==> src/design/dmu_pkg.sv <==
package dmu_pkg;

  localparam int unsigned DEFAULT_DATA_WIDTH = 64;
  localparam int unsigned FIELD_WIDTH        = 64;

  typedef enum logic [1:0] {
    CMD_SDIV = 2'd0,
    CMD_SREM = 2'd1,
    CMD_UDIV = 2'd2,
    CMD_UREM = 2'd3
  } cmd_e;

  // Control that travels with an item down the divider pipeline
  typedef struct packed {
    logic valid;
    logic want_rem;
    logic neg_quo;
    logic neg_rem;
    logic div_zero;
  } ctrl_t;

endpackage

==> src/design/dmu_div_stage.sv <==
module dmu_div_stage import dmu_pkg::*; #(
  parameter int unsigned DataWidth = DEFAULT_DATA_WIDTH
) (
  input  logic                 clk_i,
  input  logic                 rst_ni,
  input  ctrl_t                ctrl_i,
  input  logic [DataWidth-1:0] rem_i,
  input  logic [DataWidth-1:0] num_i,
  input  logic [DataWidth-1:0] den_i,
  output ctrl_t                ctrl_o,
  output logic [DataWidth-1:0] rem_o,
  output logic [DataWidth-1:0] num_o,
  output logic [DataWidth-1:0] den_o
);

  logic [DataWidth:0]   trial;
  logic [DataWidth+1:0] diff;
  logic                 take;
  logic [DataWidth-1:0] rem_d;
  logic [DataWidth-1:0] num_d;

  ctrl_t                ctrl_q;
  logic [DataWidth-1:0] rem_q;
  logic [DataWidth-1:0] num_q;
  logic [DataWidth-1:0] den_q;

  // Shift in the next dividend bit, keeping the carry as the top bit
  assign trial = {rem_i, num_i[DataWidth-1]};
  assign diff  = {1'b0, trial} - {2'b00, den_i};
  assign take  = ~diff[DataWidth+1];
  assign rem_d = take ? diff[DataWidth-1:0] : trial[DataWidth-1:0];
  // Dividend bits leave at the top, quotient bits enter at the bottom
  assign num_d = {num_i[DataWidth-2:0], take};

  always_ff @(posedge clk_i or negedge rst_ni) begin
    if (!rst_ni) begin
      ctrl_q <= '0;
    end else begin
      ctrl_q <= ctrl_i;
    end
  end

  always_ff @(posedge clk_i) begin
    rem_q <= rem_d;
    num_q <= num_d;
    den_q <= den_i;
  end

  assign ctrl_o = ctrl_q;
  assign rem_o  = rem_q;
  assign num_o  = num_q;
  assign den_o  = den_q;

endmodule

==> config.mk <==
export PLATFORM = sky130hd
export DESIGN_NAME = dmu_div_stage
export DESIGN_NICKNAME = d
export VERILOG_FILES = /design/src/design/dmu_pkg.sv /design/src/design/dmu_div_stage.sv
export SDC_FILE = /design/constraint.sdc
export NUM_CORES = 1
export LEC_CHECK = 0
export ABC_AREA = 1
export BUFFER_PORTS_ARGS = -buffer_cell sky130_fd_sc_hd__buf_2
export CORE_MARGIN = 2
export CORE_UTILIZATION = 48
export DETAILED_ROUTE_END_ITERATION = 7
export PLACE_DENSITY = 0.85
export SYNTH_ARGS = -nofsm -noshare
export SYNTH_HDL_FRONTEND = slang
export SYNTH_SLANG_ARGS = --single-unit
export TNS_END_PERCENT = 5
==> constraint.sdc <==
create_clock -name clk_i -period 0.8 [get_ports clk_i]
set_clock_uncertainty 0.1 [all_clocks]
set_input_delay 0.16 -clock clk_i [delete_from_list [all_inputs] [get_ports clk_i]]
set_output_delay 0.16 -clock clk_i [all_outputs]
set_load 0.01 [all_outputs]
==> metrics.cfg, run 1 <==
[outcome]
error_line = [ERROR GRT-0232] Routing congestion too high. Check the congestion heatmap in the GUI.
run_status = aborted with a tool error
failing_step = 5_1_grt

[clocking]
cts-root-to-sink-buffers = 2
cts_root_buf = sky130_fd_sc_hd__clkbuf_16
cts_num_sinks = 197
cts-buffers-inserted = 17
cts.htree.levels = 4

[placement]
preCtsSetupSlack_ns = -1.72
gpl.final_weighted_congestion = 1.00
place_inst = 2666
dp_hpwl_mm = 38.9
placement.io_buffers = 395

[logic_synthesis]
ys_top_cells_by_area = sky130_fd_sc_hd__dfxtp_1 (35%), sky130_fd_sc_hd__nand2_1 (23%), sky130_fd_sc_hd__inv_1 (13%), sky130_fd_sc_hd__ha_1 (7.2%), sky130_fd_sc_hd__nand3_1 (6.1%)
yosys_warnings = 0
ys_ff_latch = 197
syn_nets = 2017
synthTopCellsByCount = sky130_fd_sc_hd__nand2_1 (689), sky130_fd_sc_hd__inv_1 (374), sky130_fd_sc_hd__dfxtp_1 (192), sky130_fd_sc_hd__nand3_1 (136), sky130_fd_sc_hd__nor2_1 (107)
post-synth-top-area-fraction_pct = 34.6
netlist.top_cell.by_area = sky130_fd_sc_hd__dfxtp_1
synth_flop_cell = sky130_fd_sc_hd__dfxtp_1
syn_inst = 1753
mappedNetlistArea_um2 = 11100
synth_edf_count = 0
syn_avg_cell_area_um2 = 6.34
count_of_distinct_cell_types_in_the_synthesized_netlist = 36
synthArstFlopShare_pct = 2.54
part_of_the_yosys_area_used_for_sequential_elements_pct = 35.7
synth.most_common_cell = sky130_fd_sc_hd__nand2_1

[floorplan]
die_y_um = 156
fp.dieW_um = 156
start_util_pct = 48.9
rows = 55
io_pins = 396

[sta]
worstEpCategory = register data pin
worstEndpointGrtRepair = rem_o[52]$_DFF_P_/D

[grt]
grt_start_max_net_pins = 32
overflow = 279
grt_use_total_pct = 85.5

layer usage:
layer	overflow	track usage, %
met4	114	86.1
met3	13	74.9
met5	2	51.8
met1	15	83.8
met2	135	98.9
what timing repair did:
| action | CTS |
|---|---|
| hold buffers | 185 |
| pin swaps | 24 |
| hold endpoints to repair | 195 |
| cloned | 3 |
| buffers inserted | 11 |
| endpoints found under the setup margin | 262 |
| resized for setup | 275 |
kinds of logic after synthesis:
group	Yosys count	synth area share [%]
xor gates and xnor gates	31	2.44
DFF	197	35.7
buffers and inverters	404	14.2
AOI/OAI and AO/OA	51	2.39
adders and majority gates	65	7.39
and+or+nand+nor	1005	37.9
through the flow:
| step | utilization [%] | area (um2) | TNS, ns |
|---|---|---|---|
| 4_1_cts | 85.5 | 19400 | -129.51 |
| 3_5_place_dp | 69.1 | 15700 | -100.40 |
| 3_3_place_gp | 69.1 | 15700 | -99.05 |
| 2_1_floorplan | - | 11600 | -65.37 |
==> run 2: changes to the inputs <==
CORE_UTILIZATION = 33   (was 48)
PLACE_DENSITY = not set   (was 0.85)
PLACE_DENSITY_LB_ADDON = 0.15   (was not set)
==> metrics.cfg, run 2 <==
[outcome]
run_status = finished with violations
violations = negative hold slack, negative setup slack

[sta]
fin_worst_hold_slack_ns = -0.0403
max_clock_freq_mhz = 574
final_max_slew_viol_count = 0
grt_setup_unrepaired = yes
fin_ws_ns = -0.942
timing.final.crit_share_pct = 218
finalHoldViolations = 9
finalSetupTns_ns = -128.88
relative_slew_slack_pct = 77.2
finalCriticalPeriod_ns = 1.74
report.final.setup_viol = 262
transition_time_of_the_tightest_slew_check_pin_ns = 0.340

[setup_path]
highest_delay_cell_along_the_critical_path = sky130_fd_sc_hd__nor2_4
startpoint = den_i[50]
timing.critical_path.to = rem_o[10]
timing.critical_path.arrival_ns = 2.00
setup.worst_path.class = in2reg
critPathBufInv = 4
crit_required_ns = 1.06
crit_path_max_fanout = 6
critPathTopFamily = simple AND/OR/NAND/NOR gates
critical_path.max_stage_delay_ns = 0.24
path_common_cell = sky130_fd_sc_hd__nand2_2
timing.critical_path.from_type = input pin
worst_setup_path_end_kind = flip-flop
worstSetupPathDepth = 15
path_cells = buf_8, inv_4, ha_4, nand2_2, nand2_2, a21oi_4, nor2_2, o21ai_2, nand3_2, nor2_4, nand2_8, buf_12, buf_16, nand2_2, nand2_1

[floorplan]
start_util_pct = 33.3
die_y_um = 188
rows = 67
io_pins = 396
design.die.area_um2 = 35200
placeableCoreArea_um2 = 33400
fp.dieW_um = 188

[clocking]
tritoncts = built
cts_num_sinks = 197
cts-root-to-sink-buffers = 2
cts_root_buf = sky130_fd_sc_hd__clkbuf_16
worst_setup_hold_path_clk_slew_ns = 0.08
cts-buffers-inserted = 17
cts.htree.levels = 4

[logic_synthesis]
count_of_distinct_cell_types_in_the_synthesized_netlist = 36
post-synth-top-area-fraction_pct = 34.6
part_of_the_yosys_area_used_for_sequential_elements_pct = 35.7
mappedNetlistArea_um2 = 11100
ys_ff_latch = 197
syn_avg_cell_area_um2 = 6.34
syn_nets = 2017
synth_edf_count = 0
ys_top_cells_by_area = sky130_fd_sc_hd__dfxtp_1 (35%), sky130_fd_sc_hd__nand2_1 (23%), sky130_fd_sc_hd__inv_1 (13%), sky130_fd_sc_hd__ha_1 (7.2%), sky130_fd_sc_hd__nand3_1 (6.1%)
netlist.top_cell.by_area = sky130_fd_sc_hd__dfxtp_1
synth.most_common_cell = sky130_fd_sc_hd__nand2_1
synthArstFlopShare_pct = 2.54
synth_flop_cell = sky130_fd_sc_hd__dfxtp_1
yosys_warnings = 0
synthTopCellsByCount = sky130_fd_sc_hd__nand2_1 (689), sky130_fd_sc_hd__inv_1 (374), sky130_fd_sc_hd__dfxtp_1 (192), sky130_fd_sc_hd__nand3_1 (136), sky130_fd_sc_hd__nor2_1 (107)
syn_inst = 1753

[grt]
overflow = 0
grt_pass1_vias = 13787
grt_start_max_net_pins = 46
grt_use_total_pct = 28.7
grt_first_pass_wirelength_mm = 77.1
antenna_found_initial = 1

[pwr]
power_switching_share_pct = 35.0
pwr-share-comb_pct = 39.7
p_switching_w = 0.0116
power-per-cell-area_nw_per_um2 = 1540
static-leakage-power_nw = 11.5
internal_power_w = 0.0216
p_clk_share_pct = 26.1
worst_ir_drop_vdd_uv = 1560
p_seq_share_pct = 34.2

[routing]
drt_first_iter_violations = 706
route.detailed.wl_per_inst_um = 17.5
via_count = 13957
vias_per_cell = 4.49
drt.antenna.violating_nets = 0
drt_pass1_iterations = 5
drt_wl_total_mm = 54.4
remaining_drc_errors = 0

[worst_hold_path]
hold_path_class = in2reg

[job]
cap_violations = 0

[final_layout]
final_core_util_pct = 64.5
design.final.nets = 2911
commonest_non_fill_non_tap_cell_in_the_layout = sky130_fd_sc_hd__nand2_1
drive_gt1_share_pct = 47.3
mostFrequentLayoutCells = sky130_fd_sc_hd__nand2_1 (528), sky130_fd_sc_hd__inv_1 (327), sky130_fd_sc_hd__buf_2 (286)
syn_to_final_growth_pct = 93.5

[placement]
dp_hpwl_mm = 39.5
gpl.final_weighted_congestion = 0.935
placement.io_buffers = 395

[run 2: cell counts after synthesis]
No cell type changed its count.
[run 2: worst min-delay path by stage]
stage	from	end	cells after the start
floorplan	rst_ni	ctrl_o[0]	0
global placement	rst_ni	ctrl_o[2]	1
detailed placement	rst_ni	ctrl_o[2]	1
CTS	den_i[0]	den_o[0]	1
global route	rem_i[47]	rem_o[48]	4
finish	rem_i[48]	rem_o[49]	4
[run 2: worst min-delay path, delay by kind of cell]
| kind | cells | cell delay, ns |
|---|---|---|
| AND/OR/NAND/NOR | 2 | 0.12 |
| buffers and inverters | 2 | 0.22 |
[run 2: repair_timing]
action	in CTS	in global routing
gates resized for setup	212	447
buffers inserted	20	16
pin swaps	22	97
endpoints found under the hold margin	201	14
endpoints found under the setup margin	262	262
hold buffers	184	3
cloned	4	9
[run 2: power by group through the flow]
stage | combinational [W] | clock [W] | sequential, W
floorplan | 0.00422 | 0 | 0.0118
finish | 0.0132 | 0.00867 | 0.0113
global placement | 0.00971 | 0 | 0.0113
CTS | 0.0115 | 0.00884 | 0.0112
detailed placement | 0.00976 | 0 | 0.0113
global route | 0.0142 | 0.00919 | 0.0114
[run 2: metrics by stage]
step                power (W)  hold WS, ns  setup WS (ns)  instance area [um2]  instances
floorplan              0.0161       -0.236          -1.03                11600       1753
global placement       0.0211       -0.121          -1.62                16000       2842
detailed placement     0.0211       -0.118          -1.65                16000       2842
CTS                    0.0316       -0.301         -0.935                19600       3082
global route           0.0348      -0.0294          -1.01                21500       3109
finish                 0.0332      -0.0403         -0.942                21500       3109
[run 2: layer usage]
| layer | global-route usage [%] | routed length [um] |
|---|---|---|
| met5 | 0 | 0 |
| met4 | 9.96 | 1680 |
| met3 | 4.30 | 2730 |
| met2 | 50.0 | 26700 |
| met1 | 36.1 | 23300 |
[run 2: final cells by class]
class	count	area [um2]
Antenna cell	1	2.50
Clock buffer	19	433
Clock inverter	13	139
Fill cell	3002	11900
Inverter	384	1460
Multi-Input combinational cell	1152	7570
Sequential cell	197	4090
Tap cell	448	561
Timing Repair Buffer	895	7260
[run 2: cells by family (layout without fill, tap and decap cells)]
logic type / after synthesis / after routing / synth area share, %
XOR/XNOR: 31 / 31 / 2.44
AND/OR/NAND/NOR: 1005 / 1005 / 37.9
buffers and inverters: 404 / 1311 / 14.2
AO/OA/AOI/OAI: 51 / 51 / 2.39
adder cells (fa/ha/maj): 65 / 65 / 7.39
other: 0 / 1 / 0
flip-flops: 197 / 197 / 35.7
Note: power is estimated with default switching activity, not from simulation.
==> run 3: changes to the inputs <==
PLACE_DENSITY_LB_ADDON = not set   (was 0.15)
==> metrics.cfg, run 3 (synthesized netlist as in run 2, its figures left out) <==
[placement]
placement.io_buffers = 395
gpl.final_weighted_congestion = 0.912
placed_area_um2 = 15800
preCtsSetupSlack_ns = -1.64
dp_hpwl_mm = 39.4

[final_layout]
syn_to_final_growth_pct = 86.6
drive_gt1_share_pct = 42.5
final.fill_count = 3016
commonest_non_fill_non_tap_cell_in_the_layout = sky130_fd_sc_hd__nand2_1
postLayoutCellArea_um2 = 20700
design.final.nets = 2864
mostFrequentLayoutCells = sky130_fd_sc_hd__nand2_1 (603), sky130_fd_sc_hd__inv_1 (347), sky130_fd_sc_hd__buf_2 (271)
regArea_um2 = 4120
area_taken_by_multi_input_logic_gates_um2 = 7230

[sta]
final_max_slew_viol_count = 0
report.final.setup_viol = 262
transition_time_of_the_tightest_slew_check_pin_ns = 0.375
finalHoldViolations = 12
fin_worst_hold_slack_ns = -0.0596
max_clock_freq_mhz = 551
finalCriticalPeriod_ns = 1.82
grt_setup_unrepaired = yes
relative_slew_slack_pct = 75.0
fin_ws_ns = -1.02
timing.final.crit_share_pct = 227
finalSetupTns_ns = -131.23

[floorplan]
placeableCoreArea_um2 = 33400
die_y_um = 188
rows = 67
start_util_pct = 33.3
io_pins = 396
design.die.area_um2 = 35200
fp.dieW_um = 188

[grt]
antenna_found_initial = 2
grt_pass1_vias = 13868
overflow = 0
grt_start_max_net_pins = 25
grt_first_pass_wirelength_mm = 76.5
grt_use_total_pct = 28.6

[routing]
drt_pass1_iterations = 5
remaining_drc_errors = 0
drt_first_iter_violations = 690
vias_per_cell = 4.46
via_count = 13663
drt_wl_total_mm = 52.7
drt.antenna.violating_nets = 0
route.detailed.wl_per_inst_um = 17.2

[job]
cap_violations = 0

[clocking]
cts-buffers-inserted = 17
cts-root-to-sink-buffers = 2
cts_root_buf = sky130_fd_sc_hd__clkbuf_16
cts.htree.levels = 4
tritoncts = built
cts_num_sinks = 197
worst_setup_hold_path_clk_slew_ns = 0.07

[outcome]
run_status = finished with violations
violations = negative hold slack, negative setup slack

[pwr]
worst_ir_drop_vdd_uv = 1570
static-leakage-power_nw = 11.2
power-per-cell-area_nw_per_um2 = 1550
fin_total_pwr_w = 0.0322

[setup_path]
timing.critical_path.from_type = input pin
crit_path_max_fanout = 10
path_common_cell = sky130_fd_sc_hd__buf_6
path_cells = buf_8, inv_4, ha_4, nand4_4, nor4_4, nand2_2, buf_6, a21oi_4, nor2_4, buf_6, nand2_8, buf_12, nand3_2, nand2_1
highest_delay_cell_along_the_critical_path = sky130_fd_sc_hd__nor4_4
timing.critical_path.arrival_ns = 2.12
crit_required_ns = 1.10
setup.worst_path.class = in2reg
critPathTopFamily = simple AND/OR/NAND/NOR gates
critical_path.max_stage_delay_ns = 0.33
worst_setup_path_end_kind = flip-flop
critPathBufInv = 5

[worst_hold_path]
hold_path_class = in2reg

==> run 3: metrics by stage <==
stage          utilization [%]  cells
5_1_grt                   62.1   3061
6_report                  62.1   3062
3_5_place_dp              47.4   2818
4_1_cts                   58.4   3046
3_3_place_gp              47.4   2818
2_1_floorplan                -   1753
==> run 3: cell type report <==
| class | instances | area share [%] |
|---|---|---|
| Multi-Input combinational cell | 1153 | 34.9 |
| Timing Repair Buffer | 847 | 32.8 |
| Sequential cell | 197 | 19.9 |
| Inverter | 384 | 7.05 |
| Tap cell | 448 | 2.70 |
| Clock buffer | 20 | 2.20 |
| Clock inverter | 11 | 0.465 |
| Antenna cell | 2 | 0.0241 |
==> run 3: power breakdown <==
part / internal (W) / total, W / switching, W
registers: 0.0109 / 0.0114 / 0.000487
logic: 0.00602 / 0.0123 / 0.00633
clock network: 0.00420 / 0.00844 / 0.00424
total: 0.0212 / 0.0322 / 0.0111
==> run 3: worst paths after layout <==
check	start	slack, ns	endpoint	cells past startpoint
worst max-delay path	den_i[58]	-1.02	rem_o[45]	14
max in group asynchronous	rst_ni	0.49	ctrl_o[1]	2
min in group asynchronous	rst_ni	-0.04	ctrl_o[2]	2
worst min-delay path	rem_i[59]	-0.06	rem_o[60]	4
==> run 3: timing repair <==
item / CTS / global route
setup buffers: 14 / 8
endpoints found under the hold margin: 200 / 14
cloned: 2 / 5
pin swaps: 18 / 34
endpoints found under the setup margin: 262 / 262
gates resized for setup: 277 / 273
hold buffers: 182 / 4
==> run 3: layer usage <==
layer / up-vias / global-route usage (%) / part of all wire, %
met2: 457 / 50.1 / 48
met3: 89 / 5.33 / 5.9
met5: - / 0 / 0
li1: 6935 / - / -
met4: 0 / 10.8 / 3.6
met1: 6182 / 34.8 / 42
